--- src/rtl/sla_pkg.sv ---
// Package with pattern codes, animation tables and fade constants for the status LED animator.
package sla_pkg;

    localparam int LevelW = 7;
    localparam int PatW   = 3;
    localparam int StepW  = 4;
    localparam int DurW   = 10;
    localparam int ElW    = 10;

    localparam logic [LevelW-1:0] LEVEL_ON = 7'd80;

    // Fade quotients divide by 25 after scaling: x / 25 == (x * 1311) >> 15 for x < 4096.
    localparam int RecipW     = 11;
    localparam int RecipShift = 15;
    localparam logic [RecipW-1:0] RECIP_25 = 11'd1311;

    localparam logic [PatW-1:0] PAT_OFF        = 3'd0;
    localparam logic [PatW-1:0] PAT_LED_RELAY  = 3'd1;
    localparam logic [PatW-1:0] PAT_LED        = 3'd2;
    localparam logic [PatW-1:0] PAT_RELAY      = 3'd3;
    localparam logic [PatW-1:0] PAT_NO_BROKER  = 3'd4;
    localparam logic [PatW-1:0] PAT_NO_WIFI    = 3'd5;
    localparam logic [PatW-1:0] PAT_IDLE       = 3'd6;
    localparam logic [PatW-1:0] PAT_NONE       = 3'd7;

    typedef struct packed {
        logic [LevelW-1:0] red;
        logic [LevelW-1:0] green;
        logic [LevelW-1:0] blue;
    } rgb_t;

    localparam rgb_t RGB_BLACK = '{red: 7'd0,  green: 7'd0,  blue: 7'd0};
    localparam rgb_t RGB_RED   = '{red: 7'd80, green: 7'd0,  blue: 7'd0};
    localparam rgb_t RGB_GREEN = '{red: 7'd0,  green: 7'd80, blue: 7'd0};
    localparam rgb_t RGB_BLUE  = '{red: 7'd0,  green: 7'd0,  blue: 7'd80};

    function automatic logic [PatW-1:0] pattern_sel(input logic led_on, input logic relay_on,
                                                    input logic wifi_up, input logic broker_up,
                                                    input logic enabled_flag);
        logic [PatW-1:0] pat;
        if (led_on && relay_on)
            pat = PAT_LED_RELAY;
        else if (led_on)
            pat = PAT_LED;
        else if (relay_on)
            pat = PAT_RELAY;
        else if (wifi_up && !broker_up)
            pat = PAT_NO_BROKER;
        else if (!wifi_up)
            pat = PAT_NO_WIFI;
        else if (enabled_flag)
            pat = PAT_IDLE;
        else
            pat = PAT_OFF;
        return pat;
    endfunction

    function automatic logic [StepW-1:0] step_count(input logic [PatW-1:0] pat);
        logic [StepW-1:0] n;
        case (pat)
            PAT_LED_RELAY: n = 4'd12;
            PAT_LED:       n = 4'd6;
            PAT_RELAY:     n = 4'd4;
            PAT_NO_BROKER: n = 4'd4;
            PAT_NO_WIFI:   n = 4'd3;
            PAT_IDLE:      n = 4'd5;
            default:       n = 4'd1;
        endcase
        return n;
    endfunction

    function automatic logic [DurW-1:0] step_length(input logic [PatW-1:0] pat,
                                                    input logic [StepW-1:0] step);
        logic [DurW-1:0] d;
        case (pat)
            PAT_LED_RELAY:
            begin
                if (step == 4'd11)
                    d = 10'd350;
                else if (step[0])
                    d = 10'd50;
                else
                    d = 10'd100;
            end
            PAT_LED:       d = step[0] ? 10'd200 : 10'd300;
            PAT_RELAY:     d = (step == 4'd3) ? 10'd700 : 10'd500;
            PAT_NO_BROKER: d = 10'd500;
            PAT_NO_WIFI:   d = (step == 4'd2) ? 10'd500 : 10'd200;
            PAT_IDLE:      d = (step == 4'd4) ? 10'd200 : 10'd1000;
            default:       d = 10'd1;
        endcase
        return d;
    endfunction

    // Colours of the stepped patterns.
    function automatic rgb_t step_colour(input logic [PatW-1:0] pat,
                                         input logic [StepW-1:0] step);
        rgb_t c;
        c = RGB_BLACK;
        case (pat)
            PAT_LED_RELAY:
            begin
                case (step)
                    4'd0, 4'd2:  c = RGB_RED;
                    4'd4, 4'd6:  c = RGB_GREEN;
                    4'd8, 4'd10: c = RGB_BLUE;
                    default:     c = RGB_BLACK;
                endcase
            end
            PAT_LED:
            begin
                case (step)
                    4'd0:    c = RGB_RED;
                    4'd2:    c = RGB_GREEN;
                    4'd4:    c = RGB_BLUE;
                    default: c = RGB_BLACK;
                endcase
            end
            PAT_RELAY:
            begin
                case (step)
                    4'd0:    c = RGB_RED;
                    4'd1:    c = RGB_GREEN;
                    4'd2:    c = RGB_BLUE;
                    default: c = RGB_BLACK;
                endcase
            end
            PAT_NO_WIFI:
            begin
                case (step)
                    4'd0:    c = RGB_RED;
                    4'd1:    c = RGB_GREEN;
                    default: c = RGB_BLACK;
                endcase
            end
            default: c = RGB_BLACK;
        endcase
        return c;
    endfunction

    // Start colour of a fade step.
    function automatic rgb_t fade_from(input logic [PatW-1:0] pat,
                                       input logic [StepW-1:0] step);
        rgb_t c;
        c = RGB_BLACK;
        if (pat == PAT_NO_BROKER)
        begin
            case (step)
                4'd0:    c = RGB_RED;
                4'd1:    c = RGB_GREEN;
                4'd3:    c = RGB_BLUE;
                default: c = RGB_BLACK;
            endcase
        end
        else
        begin
            case (step)
                4'd1:    c = RGB_RED;
                4'd2:    c = RGB_GREEN;
                4'd3:    c = RGB_BLUE;
                default: c = RGB_BLACK;
            endcase
        end
        return c;
    endfunction

    // End colour of a fade step.
    function automatic rgb_t fade_to(input logic [PatW-1:0] pat,
                                     input logic [StepW-1:0] step);
        rgb_t c;
        c = RGB_BLACK;
        if (pat == PAT_NO_BROKER)
        begin
            case (step)
                4'd0:    c = RGB_GREEN;
                4'd2:    c = RGB_BLUE;
                default: c = RGB_BLACK;
            endcase
        end
        else
        begin
            case (step)
                4'd0:    c = RGB_RED;
                4'd1:    c = RGB_GREEN;
                4'd2:    c = RGB_BLUE;
                default: c = RGB_BLACK;
            endcase
        end
        return c;
    endfunction

endpackage

--- src/rtl/sla_in_if.sv ---
// Status word channel of the status LED animator.
interface sla_in_if;
    logic        valid;
    logic        ready;
    logic [31:0] now_ms;
    logic        led_on;
    logic        relay_on;
    logic        wifi_up;
    logic        broker_up;
    logic        enabled_flag;

    modport source (
        output valid, now_ms, led_on, relay_on, wifi_up, broker_up, enabled_flag,
        input  ready
    );

    modport sink (
        input  valid, now_ms, led_on, relay_on, wifi_up, broker_up, enabled_flag,
        output ready
    );
endinterface

--- src/rtl/sla_out_if.sv ---
// Pixel colour channel of the status LED animator.
interface sla_out_if;
    logic       valid;
    logic       ready;
    logic [6:0] red;
    logic [6:0] green;
    logic [6:0] blue;
    logic [2:0] pattern_id;

    modport source (
        output valid, red, green, blue, pattern_id,
        input  ready
    );

    modport sink (
        input  valid, red, green, blue, pattern_id,
        output ready
    );
endinterface

--- src/rtl/status_led_pattern_animator.sv ---
// Status LED animator: pattern selection, step timing and colour fades for one pixel.
//
//   channel  dir   word contents
//   status   in    now_ms, led_on, relay_on, wifi_up, broker_up, enabled_flag
//   pixel    out   red, green, blue, pattern_id
//
// One status word is taken every cycle unless the pixel side stalls; its pixel word
// is registered in the input register, then in the result register.
// The pattern, step and step start time are updated when a word passes from the
// input register to the result register, so each word sees the state left by the last.
// A stalled pixel word holds the result register; the input register still takes one
// more word, and the status side stalls only when both are full.
// Reset clears both valid flags and sets the pattern state to "no pattern yet".
module status_led_pattern_animator (
    input logic        clk,
    input logic        rst_n,
    sla_in_if.sink     status,
    sla_out_if.source  pixel
);

    // Input register.
    logic        in_valid_reg;
    logic [31:0] in_now_reg;
    logic        in_led_reg;
    logic        in_relay_reg;
    logic        in_wifi_reg;
    logic        in_broker_reg;
    logic        in_en_reg;

    // Result register.
    logic                       out_valid_reg;
    sla_pkg::rgb_t              out_rgb_reg;
    logic [sla_pkg::PatW-1:0]   out_pat_reg;

    // Animation state.
    logic [sla_pkg::PatW-1:0]   prev_pat_reg;
    logic [sla_pkg::PatW-1:0]   prev_pat_next;
    logic [sla_pkg::StepW-1:0]  step_reg;
    logic [sla_pkg::StepW-1:0]  step_next;
    logic [31:0]                start_reg;
    logic [31:0]                start_next;

    logic                       proc_fire;
    logic                       out_free;

    logic [sla_pkg::PatW-1:0]   pat;
    logic [sla_pkg::StepW-1:0]  n_steps;
    logic                       pat_changed;
    logic [sla_pkg::StepW-1:0]  step_eff;
    logic [31:0]                start_eff;
    logic [31:0]                elapsed;
    logic [sla_pkg::DurW-1:0]   dur;
    logic                       step_done;
    logic [sla_pkg::StepW-1:0]  step_inc;
    logic [sla_pkg::StepW-1:0]  step_new;
    logic [sla_pkg::ElW-1:0]    el;
    logic [sla_pkg::ElW+1:0]    scaled;
    logic [sla_pkg::ElW+sla_pkg::RecipW+1:0] prod;
    logic [sla_pkg::LevelW-1:0] q;
    sla_pkg::rgb_t              c_from;
    sla_pkg::rgb_t              c_to;
    sla_pkg::rgb_t              rgb_next;

    assign out_free     = !out_valid_reg || pixel.ready;
    assign proc_fire    = in_valid_reg && out_free;
    assign status.ready = !in_valid_reg || out_free;

    assign pixel.valid      = out_valid_reg;
    assign pixel.red        = out_rgb_reg.red;
    assign pixel.green      = out_rgb_reg.green;
    assign pixel.blue       = out_rgb_reg.blue;
    assign pixel.pattern_id = out_pat_reg;

    always_comb
    begin
        pat = sla_pkg::pattern_sel(in_led_reg, in_relay_reg, in_wifi_reg,
                                   in_broker_reg, in_en_reg);
        n_steps     = sla_pkg::step_count(pat);
        pat_changed = (pat != prev_pat_reg);

        // A new pattern restarts at step 0 with the step starting now.
        if (pat_changed)
        begin
            step_eff  = '0;
            start_eff = in_now_reg;
        end
        else
        begin
            step_eff  = (step_reg >= n_steps) ? '0 : step_reg;
            start_eff = start_reg;
        end

        elapsed   = in_now_reg - start_eff;
        dur       = sla_pkg::step_length(pat, step_eff);
        step_done = (elapsed >= {22'd0, dur});
        step_inc  = (step_eff + 4'd1 == n_steps) ? '0 : step_eff + 4'd1;
        step_new  = step_done ? step_inc : step_eff;

        // Without an advance the elapsed time is below the step duration, at most 999.
        el = step_done ? '0 : elapsed[sla_pkg::ElW-1:0];

        // Fade quotient 80 * el / dur: 4 * el / 25 for 500 ms, 2 * el / 25 for 1000 ms.
        if (pat == sla_pkg::PAT_NO_BROKER)
            scaled = {el, 2'b00};
        else
            scaled = {1'b0, el, 1'b0};
        prod = scaled * sla_pkg::RECIP_25;
        q    = prod[sla_pkg::RecipShift +: sla_pkg::LevelW];

        c_from = sla_pkg::fade_from(pat, step_new);
        c_to   = sla_pkg::fade_to(pat, step_new);

        case (pat)
            sla_pkg::PAT_NO_BROKER, sla_pkg::PAT_IDLE:
            begin
                if (pat == sla_pkg::PAT_IDLE && step_new == 4'd4)
                    rgb_next = sla_pkg::RGB_BLACK;
                else
                begin
                    rgb_next.red   = (c_to.red > c_from.red) ? c_from.red + q :
                                     (c_to.red < c_from.red) ? c_from.red - q : c_from.red;
                    rgb_next.green = (c_to.green > c_from.green) ? c_from.green + q :
                                     (c_to.green < c_from.green) ? c_from.green - q :
                                     c_from.green;
                    rgb_next.blue  = (c_to.blue > c_from.blue) ? c_from.blue + q :
                                     (c_to.blue < c_from.blue) ? c_from.blue - q : c_from.blue;
                end
            end
            sla_pkg::PAT_OFF:
                rgb_next = sla_pkg::RGB_BLACK;
            default:
                rgb_next = sla_pkg::step_colour(pat, step_new);
        endcase

        // The off pattern leaves the step and its start time alone.
        if (pat == sla_pkg::PAT_OFF)
        begin
            prev_pat_next = sla_pkg::PAT_OFF;
            step_next     = step_reg;
            start_next    = start_reg;
        end
        else
        begin
            prev_pat_next = pat;
            step_next     = step_new;
            start_next    = step_done ? in_now_reg : start_eff;
        end
    end

    always_ff @(posedge clk or negedge rst_n)
    begin
        if (!rst_n)
        begin
            in_valid_reg  <= 1'b0;
            out_valid_reg <= 1'b0;
            prev_pat_reg  <= sla_pkg::PAT_NONE;
            step_reg      <= '0;
            start_reg     <= '0;
        end
        else
        begin
            if (status.ready)
                in_valid_reg <= status.valid;
            if (out_free)
                out_valid_reg <= in_valid_reg;
            if (proc_fire)
            begin
                prev_pat_reg <= prev_pat_next;
                step_reg     <= step_next;
                start_reg    <= start_next;
            end
        end
    end

    always_ff @(posedge clk)
    begin
        if (status.valid && status.ready)
        begin
            in_now_reg    <= status.now_ms;
            in_led_reg    <= status.led_on;
            in_relay_reg  <= status.relay_on;
            in_wifi_reg   <= status.wifi_up;
            in_broker_reg <= status.broker_up;
            in_en_reg     <= status.enabled_flag;
        end
        if (proc_fire)
        begin
            out_rgb_reg <= rgb_next;
            out_pat_reg <= pat;
        end
    end

    a_levels_in_range: assert property (@(posedge clk) disable iff (!rst_n)
        out_valid_reg |-> (out_rgb_reg.red <= sla_pkg::LEVEL_ON) &&
                          (out_rgb_reg.green <= sla_pkg::LEVEL_ON) &&
                          (out_rgb_reg.blue <= sla_pkg::LEVEL_ON))
        else $error("pixel level above full scale");

    a_step_in_range: assert property (@(posedge clk) disable iff (!rst_n)
        (prev_pat_reg != sla_pkg::PAT_OFF && prev_pat_reg != sla_pkg::PAT_NONE) |->
            (step_reg < sla_pkg::step_count(prev_pat_reg)))
        else $error("step index beyond the step count of the current pattern");

    a_off_is_dark: assert property (@(posedge clk) disable iff (!rst_n)
        (out_valid_reg && out_pat_reg == sla_pkg::PAT_OFF) |->
            (out_rgb_reg == sla_pkg::RGB_BLACK))
        else $error("off pattern drove a lit pixel");

    a_pattern_tracked: assert property (@(posedge clk) disable iff (!rst_n)
        proc_fire |=> (prev_pat_reg == out_pat_reg))
        else $error("stored pattern differs from the last pixel word");

    a_restart_on_change: assert property (@(posedge clk) disable iff (!rst_n)
        (proc_fire && pat_changed && pat != sla_pkg::PAT_OFF) |=>
            (step_reg == '0) && (start_reg == $past(in_now_reg)))
        else $error("pattern change did not restart the animation");

endmodule
--- src/flat_wrapper.sv ---
// flat-port wrapper written by rule: the top's interface ports become plain ports
module status_led_pattern_animator_flat 
  (clk, rst_n, status_valid, status_now_ms, status_led_on, status_relay_on, status_wifi_up, status_broker_up, status_enabled_flag, status_ready, pixel_valid, pixel_red, pixel_green, pixel_blue, pixel_pattern_id, pixel_ready);
  sla_in_if status_i ();
  sla_out_if pixel_i ();
  input logic clk;
  input logic rst_n;
  input wire logic [$bits(status_i.valid)-1:0] status_valid;
  input wire logic [$bits(status_i.now_ms)-1:0] status_now_ms;
  input wire logic [$bits(status_i.led_on)-1:0] status_led_on;
  input wire logic [$bits(status_i.relay_on)-1:0] status_relay_on;
  input wire logic [$bits(status_i.wifi_up)-1:0] status_wifi_up;
  input wire logic [$bits(status_i.broker_up)-1:0] status_broker_up;
  input wire logic [$bits(status_i.enabled_flag)-1:0] status_enabled_flag;
  output wire logic [$bits(status_i.ready)-1:0] status_ready;
  output wire logic [$bits(pixel_i.valid)-1:0] pixel_valid;
  output wire logic [$bits(pixel_i.red)-1:0] pixel_red;
  output wire logic [$bits(pixel_i.green)-1:0] pixel_green;
  output wire logic [$bits(pixel_i.blue)-1:0] pixel_blue;
  output wire logic [$bits(pixel_i.pattern_id)-1:0] pixel_pattern_id;
  input wire logic [$bits(pixel_i.ready)-1:0] pixel_ready;
  assign status_i.valid = status_valid;
  assign status_i.now_ms = status_now_ms;
  assign status_i.led_on = status_led_on;
  assign status_i.relay_on = status_relay_on;
  assign status_i.wifi_up = status_wifi_up;
  assign status_i.broker_up = status_broker_up;
  assign status_i.enabled_flag = status_enabled_flag;
  assign status_ready = status_i.ready;
  assign pixel_valid = pixel_i.valid;
  assign pixel_red = pixel_i.red;
  assign pixel_green = pixel_i.green;
  assign pixel_blue = pixel_i.blue;
  assign pixel_pattern_id = pixel_i.pattern_id;
  assign pixel_i.ready = pixel_ready;
  status_led_pattern_animator u_core (.clk(clk), .rst_n(rst_n), .status(status_i), .pixel(pixel_i));
endmodule
--- config.mk ---
export PLATFORM = sky130hd
export DESIGN_NAME = status_led_pattern_animator_flat
export DESIGN_NICKNAME = d
export VERILOG_FILES = /design/src/rtl/sla_pkg.sv /design/src/rtl/sla_in_if.sv /design/src/rtl/sla_out_if.sv /design/src/rtl/status_led_pattern_animator.sv /design/src/flat_wrapper.sv
export SDC_FILE = /design/constraint.sdc
export NUM_CORES = 1
export LEC_CHECK = 0
export BUFFER_PORTS_ARGS = -buffer_cell sky130_fd_sc_hd__clkbuf_2
export CAP_MARGIN = 20
export CORE_MARGIN = 2
export CORE_UTILIZATION = 43
export CTS_CLUSTER_DIAMETER = 40
export DETAILED_ROUTE_END_ITERATION = 8
export GPL_ROUTABILITY_DRIVEN = 0
export SETUP_SLACK_MARGIN = 0.1
export SYNTH_ARGS = -nofsm -noshare
export SYNTH_HDL_FRONTEND = slang
export SYNTH_SLANG_ARGS = --single-unit
--- constraint.sdc ---
create_clock -name clk -period 38 [get_ports clk]
set_input_delay 1.9 -clock clk [delete_from_list [all_inputs] [get_ports clk]]
set_output_delay 1.9 -clock clk [all_outputs]
set_load 0.05 [all_outputs]
==> impl.org <==
** Synthesis
- The share of the Yosys chip area taken by registers is a little over a quarter.
- Synth async-reset ratio :: about two fifths
- The synthesized design contains 61 enable-type register cells.
- Most frequently used flop master after synthesis :: edfxtp_1
- Synthesis inferred 102 register bits.
- Number of synthesis warnings :: 0
- Net count after synthesis :: between 1000 and 1500
- Each instance of the synthesized netlist takes up on average between 9 and 10 um2.
- Summing every instance area after synthesis gives 0.0106 mm2.
- The number of different library cells used by synthesis comes to approximately 90.
- In the synthesized netlist, the number of instances is between 1000 and 1500.

** STA
- Setup repair after global routing left no endpoint under its margin.
- Setup violations remaining at the end of the flow were counted as 0.
- Maximum clock skew at final layout :: around 0.019 ns
- Pins Over Slew Limit :: 0
- At the pin with the least slew margin, the transition time is between 1 and 1.5 ns.
- The worst pin sits at a relative slew slack of a little under a quarter.
- Final clock period utilization by the worst path :: a little over a third
- For the finished layout, the period the worst path requires is 13.31 ns.
- Final TNS setup :: 0 ns
- Hold Vio Cnt, Final :: 0
- Based on the critical path, the design can be clocked at up to between 70 and 80 MHz.

** Power and ir drop
- Net switching is around two fifths of the power.
- For this design the static power due to leakage is about 5.6 nW.
- The clock network is responsible for 23.0% of the overall power.
- Cell internal power was estimated by the tool at approximately 0.00026 W.
- VDD sags by at most about 22 uV.
- Proportion of power drawn by combinational gates :: ~45%
- Power per standard cell area :: about 38 mW/mm2
- Share of power burned in registers :: 32.0%
- Sw Pwr :: around 0.00018 W

** Cells and area
- Layout filler cell count :: roughly 2400
- Compared with the post-synthesis result, the final layout area differs by 9.18%.
- After the last flow step, the layout net total stands at 1400.
- Antenna diode instance count :: 0
- Core occupancy in the finished layout :: 47.6%
- Proportion of layout cells with a drive suffix above 1 :: around an eighth

** GRT
- Global routing used between 10% and 20% of the available tracks.
- After global routing the overflow that remains totals 0.
- The number of antenna violations at the first check in global routing is 0.
- The via count of the first global-routing pass is ~8000.
- The first global-routing pass estimated around 40000 um of wire.
- Largest net degree at the start of global routing :: 42

** Drt
- Wire length per cell after detailed routing :: between 15 and 20 um
- After detailed routing, the number of vias per cell comes to between 5 and 6.
- The count of nets left with antenna violations once routing finished came out at 0.
- Number of design rule violations left after detail routing :: 0
- Routed wire length :: 24200 um
- Via count :: between 8000 and 9000
- After the first detailed-routing iteration, the DRC count stood at 580.
- For this run, the detailed router's first-pass iteration total came to 5.

** Flow run
- Max-cap violations in this run came to 0.

** Worst setup path
- In this run the worst path has a maximum fanout of 22.
- Crit-path max cell delay :: 0.95 ns
- By startpoint and endpoint, the worst setup path is classified as reg2reg.
- CP Capture Type :: flop
- CP startpoint kind :: flop
- The cell that appears most often on the critical path is ha_1.
- Required time worst endpoint :: roughly 38 ns
- At the worst endpoint, the arrival time is roughly 13 ns.
- Among all stages on the critical path, the largest delay is contributed by nor3_1.

** Clock tree
- Quantity of gates resized following cts :: 0
- Clock tree from TritonCTS :: done
- Clock-pin slew of the registers on the worst-case setup and hold paths :: ~0.080 ns
- Clock net sink count :: approximately 100
- Buffer cell driving the clock tree root :: clkbuf_16
- No sink is reached through more buffers than the 2 on the longest clock path.
- Clock latency on the worst-skew pair, taken at its later pin, is approximately 0.37 ns.
- Post-CTS Repair Setup Buffers :: 0
- Deepest level of the CTS H-tree :: 3
- Counting the buffers created by CTS gives 9.
- Number of buffers added to fix hold violations after cts :: 0

** Floorplanning
- The floorplan has between 50 and 60 rows.
- For this configuration, the core starts out at a cell density of between 40 and 50%.
- The die covers between 0.02 and 0.03 mm2.
- Core area :: 0.0242 mm2
- For this design the top-level I/O count stands at 67.
- Die Span Y :: 161 um
- Width of the die :: around 160 um

** Status
- The run finished with clean final reports.

** Place
- Final HPWL DP :: 19100 um
- IO Port Bufs :: between 60 and 70

** Hold path
- In this run the worst hold path is classified as reg2reg.
[path summary, 6_finish.rpt]
| check | startpoint | to | slack [ns] | cells after the start |
|---|---|---|---|---|
| hold reg to reg | u_core.in_valid_reg | u_core.pixel.valid | 0.50 | 1 |
| min in group asynchronous | rst_n | u_core.in_valid_reg | 1.58 | 2 |
| max in group asynchronous | rst_n | u_core.start_reg[20] | 36.02 | 2 |
| setup / recovery | u_core.in_led_reg | u_core.pixel.blue[6] | 24.69 | 49 |
| setup reg to reg | u_core.in_led_reg | u_core.pixel.blue[6] | 24.69 | 49 |
| hold / removal | u_core.in_valid_reg | u_core.pixel.valid | 0.50 | 1 |
[cell families after synthesis]
kind of cell | after synthesis | synth area share, %
DFF | 102 | 27.1
AOI/OAI and AO/OA | 259 | 16.4
xor gates and xnor gates | 53 | 4.39
buffers and inverters | 155 | 5.79
muxes | 84 | 8.47
and+or+nand+nor | 315 | 15.2
adders and majority gates | 173 | 22.8
[routing by layer]
metal  vias up  global-route usage [%]  wire length (um)
li1       4208                       -                 -
met3        37                    2.76               771
met2       153                    32.4             11400
met5         -                       0                 0
met4         0                    5.68               500
met1      3976                    25.5             11500
[cell type report]
class | instances | area [um2] | share of cell area, %
clock buffers | 9 | 225 | 1.95
clock inverters | 7 | 90.1 | 0.781
inverters | 115 | 432 | 3.74
multi-input cells | 884 | 7120 | 61.7
flip-flops and latches | 102 | 2860 | 24.8
well taps | 324 | 405 | 3.51
repair buffers | 74 | 403 | 3.49
[cells in the mapped netlist (7+ instances only)]
cell | number | share of area, %
nand2b_1 | 16 | 0.95
a21o_1 | 24 | 1.7
inv_1 | 113 | 4.0
clkbuf_1 | 25 | 0.89
buf_2 | 8 | 0.38
nor2_1 | 77 | 2.7
nand4_1 | 12 | 0.71
a211oi_1 | 9 | 0.64
o211ai_1 | 7 | 0.50
nor3_1 | 26 | 1.2
xnor2_1 | 40 | 3.3
o22ai_1 | 8 | 0.47
ha_1 | 141 | 17
o31ai_1 | 8 | 0.57
nor4_1 | 10 | 0.59
nand3_1 | 23 | 1.1
mux2_2 | 36 | 3.8
and2_1 | 9 | 0.53
nand2_1 | 88 | 3.1
mux2i_1 | 46 | 4.4
o21a_1 | 11 | 0.78
edfxtp_1 | 61 | 17
o21ai_0 | 47 | 2.2
fa_1 | 32 | 6.1
dfrtp_1 | 38 | 9.0
a21oi_1 | 70 | 3.3
xor2_1 | 13 | 1.1
o21bai_1 | 7 | 0.50
[placed cells by master (no fill, tap or decap), drive strengths merged, types with 37 or more instances in the layout]
cell    synthesis  routed
ha            141     141
inv           114     117
nand2          88      88
nor2           78      78
clkbuf         26      75
a21oi          71      71
edfxtp         61      61
o21ai          51      51
mux2i          47      47
xnor2          40      40
dfrtp          38      38
mux2           37      37
[stage by stage]
stage	cell area, um2	total power [W]	std cells	hold slack, ns	setup WS, ns
after floorplan	10600	0.000291	1141	0.457	25.76
final	11500	0.000437	1515	0.502	24.69
after CTS	11500	0.000439	1514	0.503	24.74
after global routing	11500	0.000468	1515	0.521	23.59
after detailed placement	11200	0.000336	1498	0.479	24.79
after global placement	11200	0.000334	1498	0.478	24.99
[critical path, delay by kind of cell, from the launching register on]
kind,cells,cell delay [ns]
AO/OA/AOI/OAI,13,2.72
flip-flops,1,0.66
buffers and inverters,5,0.49
adder cells (fa/ha/maj),10,3.25
XOR/XNOR,3,0.57
AND/OR/NAND/NOR,18,5.37
[power by group through the flow]
| stage | Sequential [W] | Combinational (W) | Clock (W) |
|---|---|---|---|
| after floorplan | 0.000147 | 0.000144 | 0 |
| after global placement | 0.000142 | 0.000192 | 0 |
| after detailed placement | 0.000142 | 0.000193 | 0 |
| after CTS | 0.000140 | 0.000195 | 0.000104 |
| after global routing | 0.000142 | 0.000219 | 0.000108 |
| final | 0.000140 | 0.000196 | 0.000101 |
Power figures use the tool's default switching activity.
